$ cat src/hdl/fau_pkg.sv
// fau_pkg: command and status codes plus the pipeline stage record
// shared by every module of the four-op signed alu; no dependencies
package fau_pkg;

  localparam int unsigned DataWidth = 32;

  typedef enum logic [2:0] {
    CMD_ADD = 3'd0,
    CMD_SUB = 3'd1,
    CMD_MUL = 3'd2,
    CMD_DIV = 3'd3
  } cmd_t;

  typedef enum logic [1:0] {
    ST_OK      = 2'd0,
    ST_DIVZERO = 2'd1,
    ST_BADCMD  = 2'd2
  } status_t;

  typedef struct packed {
    logic                 valid;
    logic [2:0]           cmd;
    status_t              status;
    logic [DataWidth-1:0] value;   // add, sub or mul result
    logic [DataWidth-1:0] rem;     // partial remainder
    logic [DataWidth-1:0] dq;      // dividend bits out at top, quotient bits in at bottom
    logic [DataWidth-1:0] mag_b;   // divisor magnitude
    logic                 neg_q;   // quotient sign
  } pipe_t;

endpackage

$ cat src/hdl/fau_back.sv
// fau_back: quotient sign fix, result select and the output register
// depends on fau_pkg
module fau_back
  import fau_pkg::*;
(
  input  logic                 clk,
  input  logic                 rst,
  input  logic                 en,
  input  pipe_t                d,
  output logic                 out_valid,
  output logic [DataWidth-1:0] value,
  output logic [1:0]           status
);

  logic [DataWidth-1:0] value_next;

  always_comb begin
    if (d.status != ST_OK) begin
      value_next = '0;
    end else if (d.cmd == CMD_DIV) begin
      value_next = d.neg_q ? (~d.dq + 1'b1) : d.dq;
    end else begin
      value_next = d.value;
    end
  end

  always_ff @(posedge clk) begin
    if (rst) begin
      out_valid <= 1'b0;
    end else if (en) begin
      out_valid <= d.valid;
    end
  end

  always_ff @(posedge clk) begin
    if (en) begin
      value  <= value_next;
      status <= d.status;
    end
  end

endmodule

$ cat config.mk
export PLATFORM = sky130hd
export DESIGN_NAME = fau_back
export DESIGN_NICKNAME = d
export VERILOG_FILES = /design/src/hdl/fau_pkg.sv /design/src/hdl/fau_back.sv
export SDC_FILE = /design/constraint.sdc
export NUM_CORES = 1
export LEC_CHECK = 0
export BUFFER_PORTS_ARGS = -buffer_cell sky130_fd_sc_hd__buf_4
export CORE_AREA = 2 2 91 93
export CTS_BUF_LIST = sky130_fd_sc_hd__clkbuf_8 sky130_fd_sc_hd__clkbuf_16
export CTS_CLUSTER_DIAMETER = 100
export DETAILED_ROUTE_END_ITERATION = 7
export DIE_AREA = 0 0 93 95
export MAX_ROUTING_LAYER = met4
export SLEW_MARGIN = 0
export SYNTH_ARGS = -nofsm -noshare
export SYNTH_HDL_FRONTEND = slang
export SYNTH_SLANG_ARGS = --single-unit
$ cat constraint.sdc
create_clock -name clk -period 2.25 [get_ports clk]
set_clock_uncertainty 0.1 [all_clocks]
set_input_delay 0.3375 -clock clk [delete_from_list [all_inputs] [get_ports clk]]
set_output_delay 0.3375 -clock clk [all_outputs]
set_load 0.02 [all_outputs]
==> impl_metrics.py <==
metrics = {
    "run_status": {
        "status": "finished clean",
    },
    "cells_and_area": {
        "final_util_pct": 43.8,
        "syn_to_final_growth_pct": 50.7,
        "fillers": 843,
        "drive_gt1_share_pct": 42.7,
        "diodes": 0,
        "fin_nets": 496,
    },
    "worst_setup_path": {
        "start_kind": "input pin",
        "critPathRequiredTime_ns": 2.18,
        "rrSetupSlack_ns": 1.57,
        "cp_max_fo": 7,
        "reg2reg_depth": 2,
        "r2r-end": "out_valid",
        "critPathSlowestCell": "o31ai_1",
        "cp.arrival_ns": 1.87,
        "critPathCapture": "value[24]",
        "critPathCaptureType": "register",
        "crit_type": "input pin to register",
        "startpoint": "d[33]",
        "rr_startpoint": "out_valid",
        "cp_slowest_stage_delay_ns": 0.31,
        "path_cells": "buf_4 > inv_1 > ha_1 > nor2b_1 > nand4b_4 > o31ai_1 > xor2_1 > a21oi_1",
    },
    "synth": {
        "synth.distinct_cells": 41,
        "synth_fp_nets": 371,
        "async_flop_share_pct": 0,
        "syn_area_um2": 2300,
        "yosys_warnings": 0,
        "synth_flop_cell": "edfxtp_1",
        "synth_edf_count": 34,
        "ys_seq_area_share_pct": 45.2,
        "ys_seq_elements": 35,
        "synthCells": 232,
        "synth.avg_cell_area_um2": 9.93,
    },
    "power_and_ir_drop": {
        "peakVddDrop_mv": 0.330,
        "p_leak_nw": 1.44,
        "p_total_mw": 1.80,
        "cellPowerDensity_nw_per_um2": 518,
    },
    "sta": {
        "hold_violations": 0,
        "finalMaxSlewViolations": 0,
        "tns_ns": 0,
        "max_freq_mhz": 516,
        "timing.final.crit_share_pct": 86.2,
        "min_period_ns": 1.94,
        "slew_headroom_pct": 64.0,
        "whs_ns": 0.0960,
        "setup_viol": 0,
        "worstMarginPinSlew_ns": 0.538,
        "rsz0062_at_grt": "false",
    },
    "drt": {
        "wl_per_cell_um": 14.5,
        "routed_wl_mm": 6.72,
        "final_antenna_net_count": 0,
        "firstDrtPassIters": 4,
        "vias_per_cell": 4.81,
        "drt_iter0_drc": 98,
        "via_count": 2227,
        "drc": 0,
    },
    "global_route": {
        "antenna_found_initial": 0,
        "grt_overflow_total": 0,
        "grt_pass1_wl_mm": 10.6,
        "grt_max_degree": 36,
        "grt_pass1_vias": 2181,
        "grt_usage_pct": 15.7,
    },
    "clock_tree": {
        "cts_root_buf": "clkbuf_8",
        "cts_hold_buffers": 0,
        "cts_tree": "built",
        "cts_buffers": 5,
        "cts_setup_buffers": 0,
        "cts_resized": 0,
        "clk_latency_ns": 0.28,
        "clockBufferDepth": 2,
        "clk_pin_slew_ns": 0.07,
        "htree_levels": 2,
        "clock-sinks": 35,
    },
    "floorplan": {
        "die_area_um2": 8840,
        "row_count": 33,
        "io_pins": 173,
        "initial_core_util_pct": 29.1,
        "die_h_um": 95,
        "die_w_um": 93,
        "core_area_um2": 7930,
    },
    "placed_design": {
        "portBuffers": 108,
        "dp_hpwl_mm": 5.17,
        "gp_routability_congestion": 0.862,
    },
    "run": {
        "cap_viol_max_count": 0,
    },
    "hold_path": {
        "hold_depth": 2,
        "min_path_type": "input pin to register",
    },
}
==> kinds of logic after synthesis <==
family	after synthesis	synth area share, %
compound gates	67	19.0
simple gates	84	20.9
mux	9	3.97
xor+xnor	21	7.98
flops	35	45.2
fa+ha+maj	1	0.543
buf+inv	15	2.44
==> state kept, by name (all words and copies together) (netlist names) <==
| name | flops |
|---|---|
| status | 2 |
| out_valid | 1 |
| value | 32 |
==> cells in the final DEF, fill, tap and decap left out, types with 3 or more instances in the layout <==
cell      instances
a211oi_1         10
a21oi_1          14
a31oi_1           4
and3_1            6
buf_4           129
clkbuf_8          5
edfxtp_1         34
inv_1             3
mux2i_1           8
nand2_1          20
nor2_1           26
nor3_1            8
nor4_1            3
o21ai_0          13
o21ai_1           6
o22ai_1           7
o31ai_1           7
o41ai_2           3
or2_2             3
or3_1             3
xnor2_1           5
xor2_1           16
==> per-layer routing <==
layer / vias to the layer above / routed length, µm / GRT usage [%]
li1: 1131 / - / -
met1: 1023 / 3010 / 19.6
met2: 65 / 3310 / 26.8
met3: 8 / 331 / 2.71
met4: 0 / 76 / 3.43
met5: - / 0 / -
==> how the worst min path moves through the flow <==
stage,start,to
floorplan,rst,out_valid
detailed placement,out_valid,out_valid
finish,rst,out_valid
global placement,out_valid,out_valid
global route,rst,out_valid
CTS,rst,out_valid
==> final cells by class <==
cell class	instances	area [µm²]	area share (%)
sequential	35	1040	30.0
inverter	4	15.0	0.432
clock buffer	5	68.8	1.98
clock inverter	3	38.8	1.12
multi-input combinational	182	1210	34.8
timing repair buffer	129	968	27.9
tap	105	131	3.78
==> through the flow <==
stage               cell area (µm²)  std cells  setup WS [ns]
floorplan                      2300        232          0.219
global placement               3360        455        0.00996
detailed placement             3360        455       -0.00865
CTS                            3470        463          0.297
global route                   3470        463          0.135
finish                         3470        463          0.310
==> worst max-delay path: cells and delay by family <==
family	cells	cell delay [ns]
buffers and inverters	2	0.18
AO/OA/AOI/OAI	2	0.42
adder cells (fa/ha/maj)	1	0.16
AND/OR/NAND/NOR	2	0.49
XOR/XNOR	1	0.28
==> synthesized netlist by cell type, types with 2 or more instances <==
| cell | number | area share [%] |
|---|---|---|
| a211oi_1 | 10 | 3.3 |
| a21oi_1 | 14 | 3.0 |
| a31oi_1 | 4 | 1.1 |
| and3_1 | 6 | 1.6 |
| buf_1 | 5 | 0.81 |
| clkbuf_1 | 6 | 0.98 |
| edfxtp_1 | 34 | 44 |
| inv_1 | 3 | 0.49 |
| mux2i_1 | 8 | 3.5 |
| nand2_1 | 20 | 3.3 |
| nor2_1 | 27 | 4.4 |
| nor3_1 | 8 | 1.7 |
| nor4_1 | 3 | 0.81 |
| nor4_2 | 2 | 1.1 |
| nor4_4 | 2 | 1.8 |
| o21ai_0 | 13 | 2.8 |
| o21ai_1 | 6 | 1.3 |
| o22ai_1 | 7 | 1.9 |
| o31ai_1 | 7 | 2.3 |
| o41ai_2 | 3 | 2.1 |
| or2_2 | 3 | 0.81 |
| or3_1 | 3 | 0.81 |
| xnor2_1 | 5 | 1.9 |
| xor2_1 | 16 | 6.1 |
==> power breakdown <==
| group | switching (mW) | internal [mW] | leakage [nW] |
|---|---|---|---|
| clock network | 0.245 | 0.325 | 0.0556 |
| logic | 0.231 | 0.215 | 1.05 |
| registers | 0.0131 | 0.768 | 0.334 |
(Power assumes the default switching activity.)
