[src/hdl/fau_pkg.sv]
// fau_pkg: command and status codes plus the pipeline stage record
// shared by every module of the four-op signed alu; no dependencies
package fau_pkg;

  localparam int unsigned DataWidth = 32;

  typedef enum logic [2:0] {
    CMD_ADD = 3'd0,
    CMD_SUB = 3'd1,
    CMD_MUL = 3'd2,
    CMD_DIV = 3'd3
  } cmd_t;

  typedef enum logic [1:0] {
    ST_OK      = 2'd0,
    ST_DIVZERO = 2'd1,
    ST_BADCMD  = 2'd2
  } status_t;

  typedef struct packed {
    logic                 valid;
    logic [2:0]           cmd;
    status_t              status;
    logic [DataWidth-1:0] value;   // add, sub or mul result
    logic [DataWidth-1:0] rem;     // partial remainder
    logic [DataWidth-1:0] dq;      // dividend bits out at top, quotient bits in at bottom
    logic [DataWidth-1:0] mag_b;   // divisor magnitude
    logic                 neg_q;   // quotient sign
  } pipe_t;

endpackage

[src/hdl/fau_div_step.sv]
// fau_div_step: one restoring division step, one quotient bit per stage
// depends on fau_pkg
module fau_div_step
  import fau_pkg::*;
(
  input  logic  clk,
  input  logic  rst,
  input  logic  en,
  input  pipe_t d,
  output pipe_t q
);

  logic [DataWidth:0] trial;
  logic [DataWidth:0] diff;
  logic               qbit;
  pipe_t              q_next;

  always_comb begin
    trial     = {d.rem, d.dq[DataWidth-1]};
    diff      = trial - {1'b0, d.mag_b};
    qbit      = ~diff[DataWidth];
    q_next    = d;
    q_next.rem = qbit ? diff[DataWidth-1:0] : trial[DataWidth-1:0];
    q_next.dq  = {d.dq[DataWidth-2:0], qbit};
  end

  always_ff @(posedge clk) begin
    if (rst) begin
      q.valid <= 1'b0;
    end else if (en) begin
      q.valid <= q_next.valid;
    end
  end

  always_ff @(posedge clk) begin
    if (en) begin
      q.cmd    <= q_next.cmd;
      q.status <= q_next.status;
      q.value  <= q_next.value;
      q.rem    <= q_next.rem;
      q.dq     <= q_next.dq;
      q.mag_b  <= q_next.mag_b;
      q.neg_q  <= q_next.neg_q;
    end
  end

endmodule

[config.mk]
export PLATFORM = sky130hd
export DESIGN_NAME = fau_div_step
export DESIGN_NICKNAME = d
export VERILOG_FILES = /design/src/hdl/fau_pkg.sv /design/src/hdl/fau_div_step.sv
export SDC_FILE = /design/constraint.sdc
export NUM_CORES = 1
export LEC_CHECK = 0
export CAP_MARGIN = 20
export CORE_ASPECT_RATIO = 0.7
export CORE_UTILIZATION = 35
export DETAILED_ROUTE_END_ITERATION = 7
export DONT_BUFFER_PORTS = 1
export SYNTH_ARGS = -nofsm -noshare
export SYNTH_HDL_FRONTEND = slang
export SYNTH_SLANG_ARGS = --single-unit
[constraint.sdc]
create_clock -name clk -period 3.4 [get_ports clk]
set_input_delay 0.68 -clock clk [delete_from_list [all_inputs] [get_ports clk]]
set_output_delay 0.68 -clock clk [all_outputs]
set_load 0.005 [all_outputs]
==> out/qor.yml, run 1 <==
fp.dieW_um: 166
layout_min_cycle_time_ns: 3.08
cts_root_buf: "clkbuf_16"
cts.repair.resized: 0
power.total_mw: 4.59
fmax_mhz: 325
core_um2: 18200
io_buffers: 0
vdd_drop_max_mv: 0.340
place_area_um2: 6930
required_ns: 3.69
top_level_ports: 273
syn_to_final_growth_pct: 14.8
post-dp-hpwl_um: 12200
rsz0062_at_grt: "no"
diodes: 0
worstSetupEndpointType: "flop"
path_cells: "inv_1 > ha_1 > fa_1 > nand2b_1 > a21oi_1 > o211ai_1 > a21oi_1 > a41o_1 > a2111oi_0 > nor4_1 > mux2_4"
drive_gt1_frac: 0.160
ant_nets: 0
cts_tree: "yes"
largest_reg_flops: 135
hold_buffers: 0
grt_util_all_layers: 0.163
setup_violations: 0
wl_met3_um: 1920
worst_slew_pin_slew_ns: 0.615
vias: 3858
fin_hold_ws_ns: 0.322
top_regs: "q (135)"
leakage_nw: 2.98
route.detailed.drc: 42
drt-met1-wl_um: 6430
syn_avg_cell_area_um2: 13.6
synth-main-ff-cell: "edfxtp_1"
wl_um: 16200
status: "finished with violations"
seq_area_frac_synth: 0.617
antenna_found_initial: 0
drv_slew: 0
min-delay-path-class: "in -> reg"
gr-total-overflow: 0
critical_path_class: "in -> reg"
async_flop_share: 0
numCtsBuffers: 17
synth_enable_flop_cells: 134
drt_iter0_markers: 300
htree_levels: 4
synth_cell_types: 50
grt_first_pass_wirelength_um: 22700
power.density_nw_per_um2: 610
path_buf_inv: 1
first_global_vias: 3773
dieArea_um2: 19300
worstPathMaxFanout: 4
insertion_delay_ns: 0.42
synth.yosys.warnings: 0
synth_nets: 652
fp.dieH_um: 116
crit_path_frequent_cell: "a21oi_1"
dr_wl_met2_um: 7580
slowest_delay_ns: 0.48
critPathTopFamily: "compound AO/OA/AOI/OAI gates"
cp_slowest_cell: "nor4_1"
drv_cap: 0
highest_layer: "met4"
syn_inst: 481
gp_congestion: 0.829
start_kind: "primary input"
initial_core_util: 0.361
ys_seq_elements: 135
vias_per_cell: 5.11
fin_skew_ns: 0
cts.clk_slew.worst_paths_ns: 0.06
postCtsSetupBuffers: 0
violations: "DRC"
row_count: 41
regMostFlops: "q"
grt_max_degree: 136
wire_per_inst_um: 21.4
fin_area_um2: 7520
fin_crit_sh: 0.906
fin_cells: 755
synth_area_um2: 6550
cts.path.max_buffers: 2
fin_nets: 677
cts.sinks: 135
max-slew-margin-rel: 0.588
finalHoldViolCount: 0
worstPathArrival_ns: 3.37
post-place-cells: 723
drtPass1Iterations: 6
-- where the power goes --
group / switching (mW) / leakage [nW] / total (mW) / internal, mW
Combinational: 0.297 / 1.38 / 0.600 / 0.303
Clock: 0.752 / 0.285 / 1.85 / 1.10
Sequential: 0.0995 / 1.32 / 2.14 / 2.04
Total: 1.15 / 2.98 / 4.59 / 3.44
-- cells by family (layout without fill, tap and decap cells) --
family,after synthesis,count (layout),share of synthesized area
DFF,135,135,0.617
AOI/OAI and AO/OA,107,107,0.104
adders and majority gates,33,33,0.0642
buffers and inverters,49,87,0.0330
and+or+nand+nor,100,100,0.0787
muxes,34,34,0.0716
xor gates and xnor gates,23,23,0.0307
-- placed cells by master (no fill, tap or decap), types with 17 or more instances in the layout --
cell type / instances
clkbuf_16: 17
inv_1: 38
nor2_1: 19
nand2_1: 27
mux2_4: 25
o21ai_0: 17
edfxtp_1: 134
a21o_1: 18
ha_1: 32
a21oi_1: 38
-- cells in the mapped netlist, types with 6 or more instances --
master	instances	share of area
mux2_4	25	0.057
nand2_1	27	0.015
xnor2_1	13	0.017
nand4_1	6	0.0057
a21o_1	18	0.021
inv_1	38	0.022
edfxtp_1	134	0.61
nand3_1	10	0.0076
nand2b_1	8	0.0076
xor2_1	10	0.013
a21oi_1	38	0.029
ha_1	32	0.061
o211ai_1	6	0.0069
nor2_1	19	0.011
mux2i_1	6	0.0092
o21ai_0	17	0.013
-- final timing paths --
check,cells after the start,endpoint,startpoint,slack (ns)
worst max-delay path,11,q[91]$_DFFE_PP_,d[64],0.32
worst min-delay path,1,q[134]$_SDFFE_PP0P_,rst,0.32
worst max register to register,2,q[134]$_SDFFE_PP0P_,q[134]$_SDFFE_PP0P_,2.79
worst min register to register,2,q[134]$_SDFFE_PP0P_,q[134]$_SDFFE_PP0P_,0.54
-- metrics by stage --
stage,setup slack (ns),util,TNS [ns]
after floorplan,0.203,-,0
after global placement,-0.100,0.382,-0.530
after detailed placement,-0.118,0.382,-2.12
after CTS,0.292,0.414,0
after global routing,0.117,0.414,0
final,0.321,0.414,0
-- metal layers --
metal,vias to the layer above,track usage
met4,0,0.0527
li1,1854,-
met2,167,0.266
met1,1820,0.179
met5,-,0
met3,17,0.0945
-- final cells by class --
| cell class | instances | area (µm²) |
|---|---|---|
| fillers | 1708 | 10600 |
| flip-flops and latches | 135 | 4040 |
| multi-input cells | 297 | 2300 |
| clock buffers | 18 | 429 |
| well taps | 236 | 295 |
| clock inverters | 14 | 161 |
| repair buffers | 17 | 153 |
| inverters | 38 | 143 |
Power figures use the tool's default switching activity.
==> run 2: changes to the inputs <==
CELL_PAD_IN_SITES_DETAIL_PLACEMENT = 0   (was default)
CELL_PAD_IN_SITES_GLOBAL_PLACEMENT = 2   (was default)
PLACE_DENSITY_LB_ADDON = 0.1   (was default)
SETUP_SLACK_MARGIN = 0.5   (was default)
clock period = 3.1 ns   (was 3.4 ns; I/O delays follow)
==> run 2 against run 1 <==
Against the previous run: the flow still finishes with violations (DRC); die area unchanged; routed wire length rose by 8.6%; sequential power is 9.3% higher; via count increased by 5.4%; clock-buffer cell count unchanged; non-clock buffer count up 30; combinational power increased by 39%; core utilization increased by 2.9 points; setup slack better by 0.030 ns; cell count up 3.8%; total power increased by 15%; sequential share of layout area fell by 3.5 points.
==> out/qor.yml, run 2 (synthesis results as in run 1) <==
worstPathMaxFanout: 5
fin_nets: 707
cts_tree: "yes"
p_switching_mw: 1.30
gp_congestion: 0.767
top_regs: "q (135)"
worstPathArrival_ns: 2.92
route.detailed.drc: 42
post-place-cells: 742
ant_nets: 0
numCtsBuffers: 17
cts.path.max_buffers: 2
drv_cap: 0
min-delay-path-class: "in -> reg"
finalHoldViolCount: 0
setup_violations: 0
core_um2: 18200
cts.sinks: 135
vias_per_cell: 5.19
power.density_nw_per_um2: 653
required_ns: 3.27
fin_cells: 784
grt_max_degree: 136
grt_first_pass_wirelength_um: 24100
max-slew-margin-rel: 0.651
leakage_nw: 3.18
start_kind: "primary input"
cts_root_buf: "clkbuf_16"
drv_slew: 0
fp.dieW_um: 166
htree_levels: 4
slowest_delay_ns: 0.34
nFillCells: 1710
post-dp-hpwl_um: 12800
layout_commonest_cell: "edfxtp_1"
critPathTopFamily: "compound AO/OA/AOI/OAI gates"
clockPowerShare: 0.396
critical_path_class: "in -> reg"
drive_gt1_frac: 0.243
rsz0062_at_grt: "yes"
hold_buffers: 0
row_count: 41
layout_min_cycle_time_ns: 2.75
power_frac_comb: 0.158
worstSetupEndpointType: "flop"
initial_core_util: 0.361
cts.clk_slew.worst_paths_ns: 0.06
fin_ws_ns: 0.351
final_cell_mix: "edfxtp_1, buf_4, inv_1, a21oi_1, nand2_1"
first_global_vias: 3935
tns_ns: 0
path_cells: "inv_12 > ha_4 > fa_2 > nand2b_4 > a21oi_4 > o211ai_1 > a21oi_2 > o31a_2 > mux2i_4 > nor2_4 > buf_12 > clkbuf_16 > mux2_4"
dieArea_um2: 19300
fin_crit_sh: 0.887
wire_per_inst_um: 22.4
wl_um: 17500
drtPass1Iterations: 8
pwr-share-seq: 0.445
p_int_mw: 3.95
drt_iter0_markers: 356
antenna_found_initial: 0
worst_slew_pin_slew_ns: 0.516
top_level_ports: 273
path_buf_inv: 3
io_buffers: 0
fp.dieH_um: 116
status: "finished with violations"
fin_skew_ns: 0
grt_util_all_layers: 0.176
largest_reg_flops: 135
vdd_drop_max_mv: 0.300
cp_slowest_cell: "fa_2"
vias: 4067
violations: "DRC"
switching_share: 0.248
place_ws_ns: -0.151
gr-total-overflow: 0
fmax_mhz: 364
insertion_delay_ns: 0.42
regMostFlops: "q"
diodes: 0
syn_to_final_growth_pct: 22.8
[run 2: repair_timing]
item / 4_1_cts / 5_1_grt
setup endpoints to repair: 29 / 33
pin swaps: 6 / 7
gates cloned: 2 / 2
buffers inserted: 5 / 2
gates resized for setup: 12 / 12
[run 2: path summary, 6_finish.rpt]
check / endpoint / startpoint / cells past startpoint / slack [ns]
worst max-delay path: q[91]$_DFFE_PP_ / d[64] / 13 / 0.35
worst min register to register: q[134]$_SDFFE_PP0P_ / q[134]$_SDFFE_PP0P_ / 2 / 0.53
worst min-delay path: q[134]$_SDFFE_PP0P_ / rst / 1 / 0.26
worst max register to register: q[134]$_SDFFE_PP0P_ / q[134]$_SDFFE_PP0P_ / 2 / 2.50
[run 2: stage by stage]
| stage | area, µm² | hold slack (ns) | total power [mW] | utilization |
|---|---|---|---|---|
| floorplan | 6630 | 0.485 | 2.86 | - |
| global placement | 7150 | 0.513 | 3.09 | 0.394 |
| detailed placement | 7150 | 0.524 | 3.10 | 0.394 |
| CTS | 7900 | 0.241 | 5.27 | 0.435 |
| global route | 8040 | 0.246 | 5.49 | 0.443 |
| finish | 8040 | 0.261 | 5.26 | 0.443 |
[run 2: layer usage]
layer | vias to the layer above | global-route usage | routed length, µm
met2 | 163 | 0.274 | 8070
met5 | - | 0 | 0
met1 | 1975 | 0.226 | 7780
met3 | 14 | 0.0689 | 1530
met4 | 0 | 0.0533 | 159
li1 | 1915 | - | -
[run 2: power groups by stage]
stage / Sequential (mW) / Combinational (mW) / Clock [mW]
after global placement: 2.38 / 0.711 / 0
after global routing: 2.36 / 0.905 / 2.22
after floorplan: 2.33 / 0.529 / 0
after detailed placement: 2.38 / 0.716 / 0
final: 2.34 / 0.833 / 2.08
after CTS: 2.35 / 0.790 / 2.14
[run 2: layout make-up]
| type | count | area (µm²) | area share |
|---|---|---|---|
| multi-input cells | 297 | 2460 | 0.306 |
| flip-flops and latches | 135 | 4040 | 0.503 |
| clock inverters | 13 | 170 | 0.0212 |
| repair buffers | 47 | 484 | 0.0602 |
| well taps | 236 | 295 | 0.0367 |
| clock buffers | 18 | 429 | 0.0534 |
| inverters | 38 | 155 | 0.0193 |
