<file path="config.mk">
export PLATFORM = sky130hd
export DESIGN_NAME = fau_front
export DESIGN_NICKNAME = d
export VERILOG_FILES = /design/src/hdl/fau_pkg.sv /design/src/hdl/fau_front.sv
export SDC_FILE = /design/constraint.sdc
export NUM_CORES = 1
export LEC_CHECK = 0
export BUFFER_PORTS_ARGS = -buffer_cell sky130_fd_sc_hd__buf_4
export CORE_ASPECT_RATIO = 0.6
export CORE_MARGIN = 3
export CORE_UTILIZATION = 28
export CTS_BUF_LIST = sky130_fd_sc_hd__clkbuf_8 sky130_fd_sc_hd__clkbuf_16
export DETAILED_ROUTE_END_ITERATION = 16
export GPL_TIMING_DRIVEN = 0
export PLACE_DENSITY = 0.46
export SLEW_MARGIN = 15
export SYNTH_ARGS = -nofsm -noshare
export SYNTH_HDL_FRONTEND = slang
export SYNTH_SLANG_ARGS = --single-unit
</file>
<file path="constraint.sdc">
create_clock -name clk -period 9.88 [get_ports clk]
set_clock_uncertainty 0.15 [all_clocks]
set_input_delay 0.988 -clock clk [delete_from_list [all_inputs] [get_ports clk]]
set_output_delay 0.988 -clock clk [all_outputs]
set_load 0.05 [all_outputs]
</file>
<file path="src/hdl/fau_pkg.sv">
// fau_pkg: command and status codes plus the pipeline stage record
// shared by every module of the four-op signed alu; no dependencies
package fau_pkg;

  localparam int unsigned DataWidth = 32;

  typedef enum logic [2:0] {
    CMD_ADD = 3'd0,
    CMD_SUB = 3'd1,
    CMD_MUL = 3'd2,
    CMD_DIV = 3'd3
  } cmd_t;

  typedef enum logic [1:0] {
    ST_OK      = 2'd0,
    ST_DIVZERO = 2'd1,
    ST_BADCMD  = 2'd2
  } status_t;

  typedef struct packed {
    logic                 valid;
    logic [2:0]           cmd;
    status_t              status;
    logic [DataWidth-1:0] value;   // add, sub or mul result
    logic [DataWidth-1:0] rem;     // partial remainder
    logic [DataWidth-1:0] dq;      // dividend bits out at top, quotient bits in at bottom
    logic [DataWidth-1:0] mag_b;   // divisor magnitude
    logic                 neg_q;   // quotient sign
  } pipe_t;

endpackage

</file>
<file path="src/hdl/fau_front.sv">
// fau_front: input register and the operand stage (add, sub, mul, magnitudes)
// depends on fau_pkg
module fau_front
  import fau_pkg::*;
(
  input  logic                 clk,
  input  logic                 rst,
  input  logic                 en,
  input  logic                 in_valid,
  input  logic [2:0]           command,
  input  logic [DataWidth-1:0] operand_a,
  input  logic [DataWidth-1:0] operand_b,
  output pipe_t                q
);

  logic                 s1_valid;
  logic [2:0]           s1_cmd;
  logic [DataWidth-1:0] s1_a;
  logic [DataWidth-1:0] s1_b;
  pipe_t                q_next;

  always_ff @(posedge clk) begin
    if (rst) begin
      s1_valid <= 1'b0;
    end else if (en) begin
      s1_valid <= in_valid;
    end
  end

  always_ff @(posedge clk) begin
    if (en) begin
      s1_cmd <= command;
      s1_a   <= operand_a;
      s1_b   <= operand_b;
    end
  end

  always_comb begin
    q_next        = '0;
    q_next.valid  = s1_valid;
    q_next.cmd    = s1_cmd;
    q_next.status = ST_OK;
    q_next.rem    = '0;
    q_next.dq     = s1_a[DataWidth-1] ? (~s1_a + 1'b1) : s1_a;
    q_next.mag_b  = s1_b[DataWidth-1] ? (~s1_b + 1'b1) : s1_b;
    q_next.neg_q  = s1_a[DataWidth-1] ^ s1_b[DataWidth-1];
    case (s1_cmd)
      CMD_ADD: q_next.value = s1_a + s1_b;
      CMD_SUB: q_next.value = s1_a - s1_b;
      CMD_MUL: q_next.value = s1_a * s1_b;
      CMD_DIV: begin
        q_next.value = '0;
        if (s1_b == '0) begin
          q_next.status = ST_DIVZERO;
        end
      end
      default: begin
        q_next.value  = '0;
        q_next.status = ST_BADCMD;
      end
    endcase
  end

  always_ff @(posedge clk) begin
    if (rst) begin
      q.valid <= 1'b0;
    end else if (en) begin
      q.valid <= q_next.valid;
    end
  end

  always_ff @(posedge clk) begin
    if (en) begin
      q.cmd    <= q_next.cmd;
      q.status <= q_next.status;
      q.value  <= q_next.value;
      q.rem    <= q_next.rem;
      q.dq     <= q_next.dq;
      q.mag_b  <= q_next.mag_b;
      q.neg_q  <= q_next.neg_q;
    end
  end

endmodule

</file>
==> impl_metrics.toml, run 1 <==
[timing]
worst_pin_slew_ns = 1.247
period_share_pct = 100.2
fmax_mhz = 101.0
grt_setup_unrepaired = "yes"
final_max_slew_viol_count = 0
hold_viol = 0
max_slew_margin_pct = 16.89
setup_viol = 1
period_needed_ns = 9.901
worst_slack_ns = -0.02056

[worst_setup_path]
startpoint = "s1_a[8]"
cp_max_fo = 10
critPathCaptureType = "flip-flop"
start_kind = "flip-flop"
crit_type = "flip-flop to flip-flop"
required_ns = 9.95
critical_path_arrival_ns = 9.97
worst_r2r_startpoint = "s1_a[8]"

[yosys]
synth.area.top_cells = "fa_1, edfxtp_1, ha_1"
netlist_area_sq_mm = 0.02471
synth_ff_type = "edfxtp_1"
ys_warn_count = 0
synth_cell_types = 64
postSynthCellCount = 2494
yosys.area.top_type = "fa_1"
synth.top_cell.area_share_pct = 33.14
ys_seq_area_share_pct = 20.70
avgSynthCellArea_sq_um = 9.908
synth_seq_cells = 171
ys_async_sr_fraction_pct = 0
synth-edff-count = 169

[floorplan]
chipHeight_um = 236.1
rows = 83
die-area_sq_mm = 0.09197
die_x_um = 389.5
start_util_pct = 28.56
coreArea_sq_mm = 0.08651
ios = 206

[clock_network]
ctsHtreeMaxLevel = 4
clk_path_buf_depth = 2
cts_sinks = 171
holdBufCountCts = 0
cts_tree = "yes"
postCtsSetupBuffers = 0
clk_latency_ns = 0.46
path_clk_slew_ns = 0.08
cts_inserted_buffers = 17
cts-root-buf = "clkbuf_16"

[global_routing]
grt_pass1_wl_um = 149200
grtUsageTotal_pct = 22.94
grt_pass1_vias = 19840
grt_overflow = 0
grt_max_degree = 100
antenna_found_initial = 13

[layout]
multiInputGateArea_sq_mm = 0.01747
seq_area_sq_mm = 0.005115
fill_cells = 8986
area_growth_pct = 14.45
drive_gt1_share_pct = 9.806
fin_util_pct = 32.69
num-nets-final = 3357
final_common_cell = "fa_1"
final_cell_mix = "fa_1, inv_1, and2_1"

[route]
wl_per_cell_um = 27.04
route.detailed.drc = 0
highest_layer = "met5"
num_vias = 19310
dr.pass1.iters = 6
met3_wirelength_um = 14430
vias_per_cell = 4.967
wl_met1_um = 50790
antenna_left = 0
wl_met2_um = 39250
drt_iter0_markers = 2410
wl_um = 105100

[place]
gp_congestion = 0.9432
hpwlAfterDp_um = 87620
portBuffers = 173

[hold_path]
min_from = "s1_valid"
worstHoldPathType = "flip-flop to flip-flop"

[status]
violations = "negative setup slack"
status = "complete, but fails checks"

[flow_run]
max_cap_viol_count = 0
-- path summary, 6_finish.rpt --
| path | endpoint | slack (ns) | cells past startpoint |
|---|---|---|---|
| hold reg to reg | s1_valid | 0.36 | 2 |
| hold / removal | s1_valid | 0.36 | 2 |
| setup reg to reg | q[128] | -0.02 | 26 |
| setup / recovery | q[128] | -0.02 | 26 |
-- Yosys cell counts, types with 8 or more instances --
cell type and number:
fa_1 409, inv_1 395, and2_1 308, nand2_1 295, edfxtp_1 169, ha_1 157
clkbuf_1 138, xnor2_1 131, xor2_1 61, nor2_1 51, o21ai_0 48, a21oi_1 35
buf_4 32, nand2b_1 21, o31ai_1 21, o22ai_1 20, a21o_1 18, or3_1 17
nor3_1 16, nand3_1 14, o21a_1 14, a211oi_1 11, o41ai_1 9, a31oi_1 8
-- logic make-up (layout without fill, tap and decap cells) --
group                    after synthesis  in the layout  synth area share, %
buffers and inverters                568            776                9.114
XOR/XNOR                             192            192                6.805
adder cells (fa/ha/maj)              566            566                41.09
other                                  1             40              0.01518
multiplexers                           4              4               0.1620
flip-flops                           171            171                20.70
AND/OR/NAND/NOR                      769            769                16.08
AO/OA/AOI/OAI                        223            223                6.036
-- worst max-delay path, cell delays in order, from the launching register on --
cell	delay [ns]
edfxtp_1	0.46
clkbuf_1	0.61
clkbuf_1	0.86
nand2_1	0.17
fa_1	0.44
inv_1	0.09
fa_1	0.44
fa_1	0.51
inv_1	0.05
fa_1	0.47
inv_1	0.05
fa_1	0.50
inv_1	0.05
fa_1	0.54
inv_1	0.06
fa_1	0.50
fa_1	0.45
ha_1	0.40
a21o_1	0.26
a21o_1	0.19
a211oi_1	0.44
nand4_1	0.59
nand3_1	0.37
a31oi_1	0.23
a31oi_1	0.27
xnor2_1	0.17
a211o_1	0.32
-- sequential cells by signal (all words and copies together), names as in the netlist --
| signal | count |
|---|---|
| q | 103 |
| s1_valid | 1 |
| s1_cmd | 3 |
| s1_b | 32 |
| s1_a | 32 |
-- routing by layer --
layer	track usage [%]	vias to the layer above
li1	-	8190
met5	0	-
met3	9.070	47
met2	29.12	1053
met4	2.249	2
met1	36.53	10020
-- through the flow --
step / hold WS [ns] / setup TNS (ns) / instance area, sq um / worst slack, ns / cells
after CTS: 0.3688 / 0 / 28240 / 0.02798 / 3880
after detailed placement: 0.3486 / 0 / 27630 / 0.006424 / 3848
after global placement: 0.3276 / -2.055 / 27560 / -0.7503 / 3845
after global routing: 0.4000 / -0.1437 / 28260 / -0.1437 / 3880
after floorplan: 0.3101 / 0 / 24830 / 2.503 / 2525
final: 0.3638 / -0.02056 / 28280 / -0.02056 / 3888
-- final cells by class --
type / count / share of cell area (%)
flip-flops and latches: 171 / 18.09
plain buffers: 173 / 2.801
inverters: 395 / 5.243
well taps: 1147 / 5.075
repair buffers: 176 / 4.783
multi-input cells: 1786 / 61.78
diodes: 8 / 0.07079
clock buffers: 17 / 1.504
clock inverters: 15 / 0.6592
-- repair_timing --
action | in CTS | in global routing
endpoints found under the setup margin | 1 | 8
pin swaps | 0 | 0
gates resized for setup | 1 | 21
Power of run 1 is not shown: default switching activity piles up to over one toggle a cycle in this logic, so the estimate is an artifact.
==> run 2: changes to the inputs <==
--- a/config.mk
+++ b/config.mk
@@ -8,11 +8,11 @@
 export BUFFER_PORTS_ARGS = -buffer_cell sky130_fd_sc_hd__buf_4
 export CORE_ASPECT_RATIO = 0.6
 export CORE_MARGIN = 3
-export CORE_UTILIZATION = 28
+export CORE_UTILIZATION = 56
 export CTS_BUF_LIST = sky130_fd_sc_hd__clkbuf_8 sky130_fd_sc_hd__clkbuf_16
 export DETAILED_ROUTE_END_ITERATION = 16
 export GPL_TIMING_DRIVEN = 0
-export PLACE_DENSITY = 0.46
+export PLACE_DENSITY = 0.78
 export SLEW_MARGIN = 15
 export SYNTH_ARGS = -nofsm -noshare
 export SYNTH_HDL_FRONTEND = slang
==> run 2 against run 1 <==
Against the previous run:
- the run now ends clean
- sequential share of layout area increased by 0.48 points
- via count up 3.1%
- register-to-register slack gained 0.03 ns
- final cell count decreased by 15%
- global-route usage is 17 points higher
- flip-flop and latch count unchanged
- routed wire length down 12%
- worst setup slack improved by 0.033 ns
- core utilization up 32 points
- design area is 2.6% lower
- first-iteration DRC count up 14%
- non-clock buffer count shrank 4
==> impl_metrics.toml, run 2 (same netlist as run 1, synthesis figures left out) <==
[clock_network]
cts-root-buf = "clkbuf_16"
clk_path_buf_depth = 2
cts_inserted_buffers = 17
cts_sinks = 171
ctsHtreeMaxLevel = 4
cts_tree = "yes"
clk_latency_ns = 0.47
path_clk_slew_ns = 0.09

[hold_path]
hold_path_depth = 2
min_from = "s1_valid"
min_to = "s1_valid"
worstHoldPathType = "flip-flop to flip-flop"

[place]
gp_congestion = 1.026
portBuffers = 173
dp_cells = 3269
hpwlAfterDp_um = 74900

[timing]
max_slew_margin_pct = 14.17
hold_viol = 0
worst_pin_slew_ns = 1.288
grt_setup_unrepaired = "no"
setup_viol = 0
final_max_slew_viol_count = 0
fmax_mhz = 101.3
period_needed_ns = 9.867
period_share_pct = 99.87

[status]
status = "finished, final reports clean"

[global_routing]
grt_pass1_wl_um = 135300
grt_max_degree = 107
grtUsageTotal_pct = 40.20
grt_pass1_vias = 20080
antenna_found_initial = 4
grt_overflow = 0

[route]
num_vias = 19900
dr.pass1.iters = 8
route.detailed.drc = 0
wl_um = 92830
antenna_left = 0
wl_per_cell_um = 28.08
drt_iter0_markers = 2742
vias_per_cell = 6.020

[layout]
largest_reg_flops = 103
fin_util_pct = 64.44
final_common_cell = "fa_1"
final_cell_mix = "fa_1, inv_1, and2_1"
area_growth_pct = 11.46
fin_cells = 3306
drive_gt1_share_pct = 9.601
num-nets-final = 3353
regMostFlops = "q"
fill_cells = 3523
multiInputGateArea_sq_mm = 0.01747
seq_area_sq_mm = 0.005115
top_regs = "q (103), s1_a (32), s1_b (32)"

[floorplan]
chipHeight_um = 168.7
coreArea_sq_mm = 0.04274
ios = 206
rows = 58
die_x_um = 277.2
start_util_pct = 57.81
die-area_sq_mm = 0.04676

[worst_setup_path]
r2r.worst_path.cells = 25
rrSetupSlack_ns = 0.01
critical_path_arrival_ns = 9.94
timing.rr.end = "q[128]"
cp_max_fo = 10
start_kind = "flip-flop"
crit_type = "flip-flop to flip-flop"
critPathCaptureType = "flip-flop"
worst_r2r_startpoint = "s1_a[16]"
required_ns = 9.95
critPathMostFrequentCell = "fa_1"
cp_slowest_cell = "clkbuf_1"
max_stage_delay_ns = 0.71

[flow_run]
max_cap_viol_count = 0
==> run 2: cell types whose count changed in the layout (fill, tap and decap cells not counted), sizes merged <==
cell	change
buf	-2
diode	-1
clkbuf	-4
inv	-3
clkinv	+3
clkdlybuf4s15	+2
==> run 2: metal layers <==
layer | up-vias | share of wire, % | GRT usage (%)
met4 | 4 | 3.6 | 12.32
met2 | 1518 | 40 | 54.52
met3 | 219 | 16 | 18.87
met5 | - | 0.26 | 3.692
li1 | 8175 | - | -
met1 | 9986 | 40 | 56.76
==> run 2: what timing repair did <==
item / 4_1_cts / 5_1_grt
setup buffers: 0 / 0
hold buffers: 0 / 0
setup endpoints to repair: 1 / 4
resized for setup: 1 / 23
==> run 2: how the worst max path moves through the flow <==
stage,start,end,slack [ns]
floorplan,s1_b[5],q[128],2.50
global placement,s1_a[14],q[128],0.01
detailed placement,s1_a[14],q[128],-0.03
CTS,s1_a[14],q[128],0.20
global route,s1_b[10],q[127],0.0007
finish,s1_a[16],q[128],0.01
==> run 2: cell type report <==
class | count | area share (%)
antenna | 7 | 0.06360
timing repair buffer | 174 | 4.843
tap | 570 | 2.589
clock buffer | 17 | 1.545
clock inverter | 15 | 0.6996
multi-input combinational | 1786 | 63.43
sequential | 171 | 18.57
inverter | 395 | 5.383
buffer | 171 | 2.880
==> run 2: stage by stage <==
stage	area, sq um	hold WS (ns)	worst slack [ns]	setup TNS [ns]
finish	27540	0.3616	0.01270	0
global route	27530	0.3894	0.0006670	0
CTS	27500	0.3731	0.2046	0
detailed placement	26870	0.3535	-0.02779	-0.02779
global placement	26840	0.3248	0.01198	0
floorplan	24830	0.3101	2.503	0
==> run 2: critical path: cells and delay by family (launching register included) <==
family / cells / cell delay (ns)
adders and majority gates: 9 / 4.26
AOI/OAI and AO/OA: 6 / 1.71
buffers and inverters: 6 / 1.57
and+or+nand+nor: 3 / 1.09
DFF: 1 / 0.65
xor gates and xnor gates: 1 / 0.15
Power of run 2 is left out for the same reason.
